## src/sv/sb64d_pkg.sv

```systemverilog
// package for the strict base64 decoder: result item type, push bundle,
// character and status codes, result buffer sizes and the alphabet lookup
// no dependencies
`timescale 1ns / 1ps
`default_nettype none

package sb64d_pkg;

	// input action codes
	localparam logic ACT_CHAR = 1'b0;
	localparam logic ACT_END  = 1'b1;

	// result kinds
	localparam logic KIND_DATA   = 1'b0;
	localparam logic KIND_STATUS = 1'b1;

	// end status codes
	localparam logic [1:0] ST_OK        = 2'd0;
	localparam logic [1:0] ST_MALFORMED = 2'd1;
	localparam logic [1:0] ST_TOO_LONG  = 2'd2;

	// special characters
	localparam logic [7:0] CH_LF    = 8'h0A;
	localparam logic [7:0] CH_CR    = 8'h0D;
	localparam logic [7:0] CH_PLUS  = 8'h2B;
	localparam logic [7:0] CH_SLASH = 8'h2F;
	localparam logic [7:0] CH_PAD   = 8'h3D;
	localparam logic [7:0] CH_UPPER_A = 8'h41;
	localparam logic [7:0] CH_LOWER_A = 8'h61;
	localparam logic [7:0] CH_ZERO    = 8'h30;

	localparam logic [5:0] SX_LOWER_BASE = 6'd26;
	localparam logic [5:0] SX_DIGIT_BASE = 6'd52;
	localparam logic [5:0] SX_PLUS       = 6'd62;
	localparam logic [5:0] SX_SLASH      = 6'd63;

	// most results that one input item causes
	localparam int MAX_RES = 3;

	// result buffer
	localparam int FIFO_DEPTH = 16;
	localparam int PTR_W      = $clog2(FIFO_DEPTH);
	localparam int CNT_W      = $clog2(FIFO_DEPTH + 1);
	localparam logic [CNT_W-1:0] READY_MAX_BUSY = CNT_W'(FIFO_DEPTH - 2 * MAX_RES);
	localparam logic [CNT_W-1:0] READY_MAX_IDLE = CNT_W'(FIFO_DEPTH - MAX_RES);

	typedef struct packed {
		logic        kind;
		logic [7:0]  data_byte;
		logic [1:0]  status;
		logic [15:0] decoded_length;
		logic        last;
	} result_t;

	typedef struct packed {
		logic [1:0]          num;
		result_t [MAX_RES-1:0] item;
	} push_t;

	// returns {valid, sextet}
	function automatic logic [6:0] sextet_of(logic [7:0] ch);
		logic [7:0] v;
		logic       ok;
		v  = '0;
		ok = 1'b1;
		if (ch inside {[8'h41:8'h5A]}) begin
			v = ch - CH_UPPER_A;
		end else if (ch inside {[8'h61:8'h7A]}) begin
			v = ch - CH_LOWER_A + {2'b00, SX_LOWER_BASE};
		end else if (ch inside {[8'h30:8'h39]}) begin
			v = ch - CH_ZERO + {2'b00, SX_DIGIT_BASE};
		end else if (ch == CH_PLUS) begin
			v = {2'b00, SX_PLUS};
		end else if (ch == CH_SLASH) begin
			v = {2'b00, SX_SLASH};
		end else begin
			ok = 1'b0;
		end
		return {ok, v[5:0]};
	endfunction

endpackage

`default_nettype wire

```

## src/sv/strict_base64_decoder_top.sv

```systemverilog
// strict base64 decoder top level: input register, decode stage, result buffer
// depends on sb64d_pkg, sb64d_core, sb64d_fifo
//
// channel   dir  handshake           payload
// s_*       in   s_tvalid/s_tready   tdata char_code, tuser action
// m_*       out  m_tvalid/m_tready   tdata data_byte/status/length, tuser kind, tlast last
// cfg_*     in   cfg_wr_en           cfg_wr_data byte_capacity
//
// one input item per cycle while s_tready is high; it is registered, decoded the
// next cycle and its zero to three results enter a sixteen-entry result buffer
// results leave one per cycle while m_tready is high; a group of four characters
// yields at most three of them
// s_tready drops only when the result buffer is close to full
// reset clears string state, buffer pointers and sets capacity to 65535
`timescale 1ns / 1ps
`default_nettype none

module strict_base64_decoder_top #(
	parameter int LENGTH_BITS = 16
) (
	input  wire         clk,
	input  wire         arst_n,
	input  wire         s_tvalid,
	output logic        s_tready,
	input  wire  [7:0]  s_tdata,   // [7:0] char_code
	input  wire         s_tuser,   // [0] action
	output logic        m_tvalid,
	input  wire         m_tready,
	output logic [31:0] m_tdata,   // [7:0] data_byte, [9:8] status, [25:10] decoded_length
	output logic        m_tuser,   // [0] kind
	output logic        m_tlast,
	input  wire         cfg_wr_en,
	input  wire  [15:0] cfg_wr_data
);

	logic       valid_s1;
	logic       action_s1;
	logic [7:0] char_s1;

	sb64d_pkg::push_t            push;
	sb64d_pkg::result_t          head;
	logic [sb64d_pkg::CNT_W-1:0] count;
	logic                        pop;

	// leave room for the item in the stage and the one being accepted
	assign s_tready = valid_s1 ? (count <= sb64d_pkg::READY_MAX_BUSY)
	                           : (count <= sb64d_pkg::READY_MAX_IDLE);

	always_ff @(posedge clk or negedge arst_n) begin
		if (!arst_n) begin
			valid_s1 <= 1'b0;
		end else begin
			valid_s1 <= s_tvalid && s_tready;
		end
	end

	always_ff @(posedge clk) begin
		if (s_tvalid && s_tready) begin
			action_s1 <= s_tuser;
			char_s1   <= s_tdata;
		end
	end

	sb64d_core #(
		.LENGTH_BITS(LENGTH_BITS)
	) u_core (
		.clk        (clk),
		.arst_n     (arst_n),
		.cfg_wr_en  (cfg_wr_en),
		.cfg_wr_data(cfg_wr_data),
		.valid_s1   (valid_s1),
		.action_s1  (action_s1),
		.char_s1    (char_s1),
		.push       (push)
	);

	sb64d_fifo u_fifo (
		.clk   (clk),
		.arst_n(arst_n),
		.push  (push),
		.pop   (pop),
		.head  (head),
		.count (count)
	);

	assign m_tvalid = (count != '0);
	assign pop      = m_tvalid && m_tready;
	assign m_tdata  = {6'd0, head.decoded_length, head.status, head.data_byte};
	assign m_tuser  = head.kind;
	assign m_tlast  = head.last;

endmodule

`default_nettype wire

```

## src/sv/sb64d_fifo.sv

```systemverilog
// result buffer: takes up to three result items per cycle, gives one per cycle on pop
// depends on sb64d_pkg
`timescale 1ns / 1ps
`default_nettype none

module sb64d_fifo (
	input  wire                          clk,
	input  wire                          arst_n,
	input  wire sb64d_pkg::push_t        push,
	input  wire                          pop,
	output sb64d_pkg::result_t           head,
	output logic [sb64d_pkg::CNT_W-1:0]  count
);

	sb64d_pkg::result_t mem_q [sb64d_pkg::FIFO_DEPTH];

	logic [sb64d_pkg::PTR_W-1:0] wr_ptr_q;
	logic [sb64d_pkg::PTR_W-1:0] rd_ptr_q;
	logic [sb64d_pkg::CNT_W-1:0] count_q;

	always_ff @(posedge clk) begin
		for (int k = 0; k < sb64d_pkg::MAX_RES; k++) begin
			if (2'(k) < push.num) begin
				mem_q[sb64d_pkg::PTR_W'(wr_ptr_q + sb64d_pkg::PTR_W'(k))] <= push.item[k];
			end
		end
	end

	always_ff @(posedge clk or negedge arst_n) begin
		if (!arst_n) begin
			wr_ptr_q <= '0;
			rd_ptr_q <= '0;
			count_q  <= '0;
		end else begin
			wr_ptr_q <= sb64d_pkg::PTR_W'(wr_ptr_q + sb64d_pkg::PTR_W'(push.num));
			if (pop) begin
				rd_ptr_q <= sb64d_pkg::PTR_W'(rd_ptr_q + 1'b1);
			end
			count_q <= sb64d_pkg::CNT_W'(count_q + sb64d_pkg::CNT_W'(push.num)
				- sb64d_pkg::CNT_W'(pop));
		end
	end

	assign head  = mem_q[rd_ptr_q];
	assign count = count_q;

`ifndef NO_ASSERTIONS
	a_no_overflow: assert property (@(posedge clk) disable iff (!arst_n)
		(count_q + sb64d_pkg::CNT_W'(push.num)) <= sb64d_pkg::CNT_W'(sb64d_pkg::FIFO_DEPTH))
		else $error("result buffer overflow");

	a_no_underflow: assert property (@(posedge clk) disable iff (!arst_n)
		pop |-> count_q != '0)
		else $error("result buffer read while empty");
`endif

endmodule

`default_nettype wire

```

## src/sv/sb64d_core.sv

```systemverilog
// decode stage: string state, capacity register and the per-item decode that
// turns one registered input item into zero to three result items
// depends on sb64d_pkg
`timescale 1ns / 1ps
`default_nettype none

module sb64d_core #(
	parameter int LENGTH_BITS = 16
) (
	input  wire               clk,
	input  wire               arst_n,
	input  wire               cfg_wr_en,
	input  wire  [15:0]       cfg_wr_data,
	input  wire               valid_s1,
	input  wire               action_s1,
	input  wire  [7:0]        char_s1,
	output sb64d_pkg::push_t  push
);

	localparam int CW = (LENGTH_BITS + 1 > 17) ? LENGTH_BITS + 1 : 17;
	localparam logic [LENGTH_BITS:0] CNT_SAT = {1'b1, {LENGTH_BITS{1'b0}}};

	logic [15:0]          capacity_q;
	logic [17:0]          hold_q;
	logic [1:0]           pos_q;
	logic                 third_pad_q;
	logic                 pad_seen_q;
	logic                 malformed_q;
	logic [LENGTH_BITS:0] bytes_q;

	logic [17:0]          hold_d;
	logic [1:0]           pos_d;
	logic                 third_pad_d;
	logic                 pad_seen_d;
	logic                 malformed_d;
	logic [LENGTH_BITS:0] bytes_d;

	logic [6:0]             sx;
	logic                   is_pad;
	logic [23:0]            word;
	logic [1:0]             n_bytes;
	logic [LENGTH_BITS+1:0] sum;
	logic [LENGTH_BITS-1:0] len_sat;
	logic [CW-1:0]          len_w;
	logic                   bad_end;

	always_comb begin
		hold_d      = hold_q;
		pos_d       = pos_q;
		third_pad_d = third_pad_q;
		pad_seen_d  = pad_seen_q;
		malformed_d = malformed_q;
		bytes_d     = bytes_q;
		push        = '0;

		sx      = sb64d_pkg::sextet_of(char_s1);
		is_pad  = (char_s1 == sb64d_pkg::CH_PAD);
		word    = {hold_q, (is_pad ? 6'd0 : sx[5:0])};
		n_bytes = third_pad_q ? 2'd1 : (is_pad ? 2'd2 : 2'd3);
		sum     = {1'b0, bytes_q} + (LENGTH_BITS+2)'(n_bytes);
		len_sat = bytes_q[LENGTH_BITS] ? {LENGTH_BITS{1'b1}} : bytes_q[LENGTH_BITS-1:0];
		len_w   = CW'(len_sat);
		bad_end = malformed_q || (pos_q != 2'd0);

		if (valid_s1) begin
			if (action_s1 == sb64d_pkg::ACT_END) begin
				push.num                = 2'd1;
				push.item[0].kind       = sb64d_pkg::KIND_STATUS;
				push.item[0].last       = 1'b1;
				if (bad_end) begin
					push.item[0].status = sb64d_pkg::ST_MALFORMED;
				end else begin
					push.item[0].decoded_length = len_w[15:0];
					push.item[0].status = (CW'(bytes_q) > CW'(capacity_q))
						? sb64d_pkg::ST_TOO_LONG : sb64d_pkg::ST_OK;
				end
				hold_d      = '0;
				pos_d       = '0;
				third_pad_d = 1'b0;
				pad_seen_d  = 1'b0;
				malformed_d = 1'b0;
				bytes_d     = '0;
			end else if (char_s1 == sb64d_pkg::CH_CR || char_s1 == sb64d_pkg::CH_LF
					|| malformed_q) begin
				// skipped
			end else if (pad_seen_q && pos_q == 2'd0) begin
				// character after a closed padded group
				malformed_d = 1'b1;
			end else if (is_pad && pos_q < 2'd2) begin
				malformed_d = 1'b1;
			end else if (!is_pad && (!sx[6] || third_pad_q)) begin
				malformed_d = 1'b1;
			end else if (pos_q != 2'd3) begin
				// open group grows by one sextet, a third-place pad shifts in zero
				hold_d = {hold_q[11:0], (is_pad ? 6'd0 : sx[5:0])};
				pos_d  = pos_q + 2'd1;
				if (is_pad) begin
					pad_seen_d  = 1'b1;
					third_pad_d = 1'b1;
				end
			end else begin
				// fourth place closes the group
				if (is_pad) begin
					pad_seen_d = 1'b1;
				end
				push.num = n_bytes;
				for (int k = 0; k < sb64d_pkg::MAX_RES; k++) begin
					push.item[k].kind      = sb64d_pkg::KIND_DATA;
					push.item[k].data_byte = word[23-8*k -: 8];
					push.item[k].last      = (2'(k) == n_bytes - 2'd1);
				end
				bytes_d     = (sum > {1'b0, CNT_SAT}) ? CNT_SAT : sum[LENGTH_BITS:0];
				hold_d      = '0;
				pos_d       = '0;
				third_pad_d = 1'b0;
			end
		end
	end

	always_ff @(posedge clk or negedge arst_n) begin
		if (!arst_n) begin
			capacity_q  <= 16'hFFFF;
			hold_q      <= '0;
			pos_q       <= '0;
			third_pad_q <= 1'b0;
			pad_seen_q  <= 1'b0;
			malformed_q <= 1'b0;
			bytes_q     <= '0;
		end else begin
			if (cfg_wr_en) begin
				capacity_q <= cfg_wr_data;
			end
			hold_q      <= hold_d;
			pos_q       <= pos_d;
			third_pad_q <= third_pad_d;
			pad_seen_q  <= pad_seen_d;
			malformed_q <= malformed_d;
			bytes_q     <= bytes_d;
		end
	end

`ifndef NO_ASSERTIONS
	a_end_clears: assert property (@(posedge clk) disable iff (!arst_n)
		(valid_s1 && action_s1 == sb64d_pkg::ACT_END) |=>
		(pos_q == 2'd0 && !malformed_q && !pad_seen_q && bytes_q == '0))
		else $error("string state not cleared after end item");

	a_quiet_when_malformed: assert property (@(posedge clk) disable iff (!arst_n)
		(malformed_q && !(valid_s1 && action_s1 == sb64d_pkg::ACT_END)) |-> push.num == 2'd0)
		else $error("data emitted for a malformed string");
`endif

endmodule

`default_nettype wire

```

## config.mk

```make
export PLATFORM = sky130hd
export DESIGN_NAME = strict_base64_decoder_top
export DESIGN_NICKNAME = d
export VERILOG_FILES = /design/src/sv/sb64d_pkg.sv /design/src/sv/strict_base64_decoder_top.sv /design/src/sv/sb64d_fifo.sv /design/src/sv/sb64d_core.sv
export SDC_FILE = /design/constraint.sdc
export NUM_CORES = 1
export LEC_CHECK = 0
export BUFFER_PORTS_ARGS = -buffer_cell sky130_fd_sc_hd__buf_2
export CAP_MARGIN = 20
export CORE_AREA = 10 10 295 183
export DETAILED_ROUTE_END_ITERATION = 16
export DIE_AREA = 0 0 305 193
export HOLD_SLACK_MARGIN = 0.08
export PLACE_DENSITY = 0.8
export SYNTH_ARGS = -nofsm -noshare
export SYNTH_HDL_FRONTEND = slang
export SYNTH_SLANG_ARGS = --single-unit
```

## constraint.sdc

```tcl
create_clock -name clk -period 4.8 [get_ports clk]
set_input_delay 0.96 -clock clk [delete_from_list [all_inputs] [get_ports clk]]
set_output_delay 0.96 -clock clk [all_outputs]
set_load 0.005 [all_outputs]
```

==> flow_summary.ini, run 1 <==
[route]
antenna_left = 0
first_pass_iters = 7
vias = 22700
drc = 0
drt-total-wl_mm = 93.3
dr.first_iter.drc_count = 3995
detail_route.wl_per_cell_um = 30.9
vias_per_cell = 7.51

[place]
gp_congestion = 1.02
hpwlAfterDp_mm = 63.5
dp_slack_ns = 0.563
numPortBuffers = 59

[cts]
cts_resized = 0
cts.sinks = 527
hold_buffers = 0
clk_pin_slew_ns = 0.07
cts_made_buffers = 49
cts_root_buf = clkbuf_16
clock_latency_ns = 0.61
cts_setup_buffers = 0
cts_tree = built
clockBufferDepth = 3
htree_levels = 2

[grt]
first_global_vias = 22000
grt_use_total = 0.308
grt_pass1_wl_mm = 140
grt-ovfl-total = 0
antenna_found_initial = 4
grt_max_degree = 71

[final_layout]
finish.utilization = 0.590
nets = 2404
drive_gt1_frac = 0.190
syn2layout_area_growth_pct = 8.72

[logic_synthesis]
ys.flop_type = dfxtp_1
ys_async_sr_fraction = 0.133
synthXorXnorAreaFrac = 0.00562
yosysWarningCount = 0
synth_edf_count = 153
synth_compound_area_frac = 0.222
synth_fa_ha_area_frac = 0.0226
synth_seq_cells = 527
yosys.area_share.simple = 0.105
syn_area_um2 = 26500
synthCells = 2366
netlist-cell-type-count = 99
synth_top_family_by_area = compound AO/OA/AOI/OAI gates
synthMuxAreaShare = 0.123
seq_area_frac_synth = 0.470
synth.avg_cell_area_um2 = 11.2

[hold_path]
min_to = u_fifo.mem_q[6][6]
min_from = u_fifo.mem_q[6][6]
whs_path_depth = 1
hp-class = reg -> reg

[power]
peakVddDrop_mv = 0.283
p_leak_nw = 10.2
power_density_nw_per_um2 = 466
power_mw = 13.4

[worst_setup_path]
critPathKind = reg -> reg
critPathCaptureType = flip-flop
worst_ep_required_time_ns = 5.02
r2r_start = char_s1[2]
crit_path_max_fanout = 19
worstSetupStartpointType = flip-flop
crit_arrival_ns = 4.66
timing.rr.end = u_fifo.mem_q[1][24]
rr_worst_depth = 10
reg2reg_slack_ns = 0.36

[die]
die_h_um = 193
die_area_um2 = 58900
core_um2 = 48800
ios = 66
start_util = 0.543
fp.dieW_um = 305
rows = 63

[sta]
setup_ws_ns = 0.362
drv_slew = 0
setup_viol = 0
rsz0062_at_grt = no
fin_skew_ns = 0.0330
slew_headroom = 0.221
max_freq_mhz = 225
min_period_ns = 4.44
tns_ns = 0
hold_viol = 0
tightestPinTransition_ns = 1.16
fin_crit_sh = 0.925

[run_status]
status = completed

[flow_run]
drv_cap = 0
## critical path: stages, from the launching register on
cell,delay (ns)
edfxtp_1,0.53
inv_1,0.16
ha_1,0.33
a21boi_2,0.24
mux2i_1,0.12
o211ai_1,0.47
a21boi_2,0.64
buf_4,0.28
o32ai_1,0.17
a21oi_4,0.67
inv_1,0.45
## kinds of logic (layout without fill, tap and decap cells)
logic type | count (synthesis) | after routing
other cells | 1 | 8
mux | 150 | 150
xor+xnor | 17 | 17
fa+ha+maj | 46 | 46
buf+inv | 301 | 299
compound gates | 758 | 758
simple gates | 566 | 566
flops | 527 | 527
## report_power, final
part	total, mW	internal, mW	switching [mW]
Clock	3.91	2.10	1.81
Combinational	4.03	1.47	2.56
Sequential	5.47	4.91	0.565
## per-stage QoR
stage                     area (um2)  instances  hold WS [ns]
after CTS                      28800       3019         0.478
after global placement         27200       2927         0.456
after floorplan                26500       2371         0.443
final                          28800       3021         0.478
after detailed placement       27200       2927         0.460
after global routing           28800       3019         0.492
## worst max path at each step
| stage | startpoint | to | slack (ns) | cells after the start |
|---|---|---|---|---|
| 3_3_place_gp | char_s1[1] | u_core.bytes_q[15] | 0.67 | 14 |
| 6_report | char_s1[2] | u_fifo.mem_q[1][24] | 0.36 | 10 |
| 4_1_cts | char_s1[2] | u_fifo.mem_q[1][24] | 0.54 | 10 |
| 5_1_grt | char_s1[1] | u_core.bytes_q[12] | 0.1 | 15 |
| 3_5_place_dp | char_s1[1] | u_core.bytes_q[15] | 0.56 | 14 |
| 2_1_floorplan | char_s1[1] | u_core.bytes_q[15] | 0.75 | 15 |
## cell usage after synthesis (18+ instances only)
cell | instances | area (um2)
o221ai_1 | 141 | 1230
dfrtp_1 | 54 | 1350
nand4_1 | 35 | 219
a32o_1 | 74 | 741
clkbuf_1 | 138 | 518
buf_2 | 55 | 275
nand3_1 | 54 | 270
a21oi_1 | 25 | 125
o21ai_0 | 172 | 861
nor3_1 | 40 | 200
buf_4 | 20 | 150
nand2_1 | 210 | 788
nor2b_1 | 18 | 113
a22o_1 | 140 | 1230
o22ai_1 | 91 | 569
and3_1 | 22 | 138
ha_1 | 43 | 538
edfxtp_1 | 153 | 4590
inv_1 | 57 | 214
nor2_1 | 98 | 368
mux4_2 | 140 | 3150
o31ai_1 | 20 | 150
dfxtp_1 | 304 | 6090
## cells in the final DEF (no fill, tap or decap), types with 43 or more instances in the layout
cell type | netlist | final
dfxtp_1 | 304 | 304
nand2_1 | 210 | 210
o21ai_0 | 172 | 172
edfxtp_1 | 153 | 153
o221ai_1 | 141 | 141
a22o_1 | 140 | 140
mux4_2 | 140 | 140
nor2_1 | 98 | 98
o22ai_1 | 91 | 91
buf_4 | 20 | 86
a32o_1 | 74 | 74
buf_2 | 55 | 58
inv_1 | 57 | 57
nand3_1 | 54 | 54
clkbuf_16 | 0 | 51
dfrtp_1 | 54 | 51
ha_1 | 43 | 43
## registers in the layout (all words and copies together) (netlist names)
name	flops
action_s1	1
char_s1	8
u_core.bytes_q	17
u_core.capacity_q	16
u_core.hold_q	18
u_core.malformed_q	1
u_core.pad_seen_q	1
u_core.pos_q	2
u_core.third_pad_q	1
u_fifo.count	5
u_fifo.mem_q	448
u_fifo.rd_ptr_q	4
u_fifo.wr_ptr_q	4
valid_s1	1
## layout make-up
cell class	count	area [um2]
repair buffers	148	1020
clock buffers	66	1380
diodes	2	5.00
clock inverters	26	191
well taps	650	813
flip-flops and latches	527	12500
fillers	3911	20000
multi-input cells	1543	12700
inverters	59	221
## routing by layer
layer | GRT usage | vias to the layer above | part of all wire
met5 | 0 | - | 0.00019
met4 | 0.105 | 2 | 0.034
met3 | 0.118 | 327 | 0.17
met2 | 0.433 | 2003 | 0.40
met1 | 0.430 | 11100 | 0.39
li1 | - | 9227 | -
(Power assumes the default switching activity.)
==> run 2, diff against run 1 <==
- CTS_BUF_LIST: unset -> sky130_fd_sc_hd__clkbuf_4
==> flow_summary.ini, run 2 (synthesis results as in run 1) <==
[die]
die_h_um = 193
start_util = 0.543
rows = 63
fp.dieW_um = 305
core_um2 = 48800
ios = 66
die_area_um2 = 58900

[worst_setup_path]
reg2reg_slack_ns = 0.35
crit_path_max_fanout = 19
crit_slowest_cell = a21oi_4
critPathCaptureType = flip-flop
critPathKind = reg -> reg
crit_arrival_ns = 5.02
critical_path.max_stage_delay_ns = 0.68
path_cells = inv_1 -> ha_1 -> a21boi_2 -> mux2i_1 -> o211ai_1 -> a21boi_2 -> buf_4 -> o32ai_1 -> a21oi_4 -> inv_1
worstSetupStartpointType = flip-flop
worst_ep_required_time_ns = 5.37

[place]
dpl.cell_count = 2927
numPortBuffers = 59
hpwlAfterDp_mm = 63.5
gp_congestion = 1.02

[route]
vias_per_cell = 7.34
dr.first_iter.drc_count = 4220
detail_route.wl_per_cell_um = 30.0
first_pass_iters = 8
vias = 23100
antenna_left = 0
drt-total-wl_mm = 94.3
drc = 0

[power]
p_leak_nw = 10.4
power_mw = 13.2
peakVddDrop_mv = 0.260
power_density_nw_per_um2 = 459

[grt]
grt-ovfl-total = 0
first_global_vias = 22700
grt_pass1_wl_mm = 142
grt_use_total = 0.312
grt_max_degree = 71
antenna_found_initial = 3

[sta]
tns_ns = 0
slew_headroom = 0.209
rsz0062_at_grt = no
setup_viol = 0
drv_slew = 0
tightestPinTransition_ns = 1.17
fin_skew_ns = 0.107
min_period_ns = 4.45
hold_viol = 0
fin_crit_sh = 0.927
max_freq_mhz = 225

[run_status]
status = completed

[final_layout]
final_common_cell = dfxtp_1
fillers = 3987
final_cell_mix = dfxtp_1 (304), nand2_1 (210), clkbuf_4 (185)
largestRegisters = u_fifo.mem_q: 448 flops, u_core.hold_q: 18 flops, u_core.bytes_q: 17 flops
nets = 2474
largest_reg_flops = 448
stdcell_count = 3145
largest-register = u_fifo.mem_q
drive_gt1_frac = 0.227
finish.utilization = 0.590
syn2layout_area_growth_pct = 8.68

[cts]
cts_setup_buffers = 0
cts_tree = built
cts_made_buffers = 119
cts.sinks = 527
cts_resized = 0
clk_pin_slew_ns = 0.07
hold_buffers = 0
clock_latency_ns = 0.94
cts_root_buf = clkbuf_4
clockBufferDepth = 3
htree_levels = 3

[flow_run]
drv_cap = 0

[hold_path]
hp-class = in -> async
run 2: cell count changes in the layout (fill, tap and decap cells not counted), sizes merged:
cell | before | now
clkbuf | 66 | 185
clkinv | 20 | 28
inv | 61 | 60
clkinvlp | 3 | 1
run 2: path summary, 6_finish.rpt:
check | start | end | cells past startpoint
setup / recovery | char_s1[2] | u_fifo.mem_q[1][20] | 10
min in group clk | s_tdata[0] | char_s1[0] | 1
max in group asynchronous | arst_n | u_fifo.rd_ptr_q[1] | 1
hold / removal | arst_n | u_core.third_pad_q | 1
setup reg to reg | char_s1[2] | u_fifo.mem_q[1][20] | 10
hold reg to reg | u_fifo.mem_q[7][15] | u_fifo.mem_q[7][15] | 1
run 2: metal layers:
metal / part of all wire / global-route usage / wire [um] / up-vias
li1: - / - / - / 9458
met1: 0.38 / 0.425 / 36200 / 11200
met2: 0.41 / 0.436 / 38300 / 2099
met3: 0.18 / 0.131 / 16700 / 290
met4: 0.033 / 0.123 / 3150 / 2
met5: 0.00019 / 0 / 18 / -
run 2: final cells by class:
type,instances,area [um2],share of cell area
Clock inverter,31,174,0.00604
Inverter,59,221,0.00769
Timing Repair Buffer,148,1020,0.0353
Antenna cell,2,5.00,0.000174
Tap cell,650,813,0.0283
Sequential cell,527,12500,0.433
Multi-Input combinational cell,1543,12700,0.441
Clock buffer,185,1390,0.0483
run 2: per-stage QoR:
stage | hold WS, ns | worst slack [ns] | area (um2)
2_1_floorplan | 0.443 | 0.747 | 26500
3_3_place_gp | 0.456 | 0.670 | 27200
3_5_place_dp | 0.460 | 0.563 | 27200
4_1_cts | 0.157 | 0.404 | 28800
5_1_grt | 0.178 | 0.0779 | 28800
6_report | 0.190 | 0.352 | 28800
run 2: worst max-delay path: cells and delay by family, from the launching register on:
family | cells | cell delay [ns]
flip-flops | 1 | 0.52
AO/OA/AOI/OAI | 5 | 2.22
multiplexers | 1 | 0.13
adder cells (fa/ha/maj) | 1 | 0.33
buffers and inverters | 3 | 0.88
run 2: where the power goes:
part / leakage [nW] / internal, mW / switching [mW]
registers: 4.85 / 4.90 / 0.565
clock network: 0.933 / 1.81 / 1.90
logic: 4.59 / 1.47 / 2.56
total: 10.4 / 8.18 / 5.02
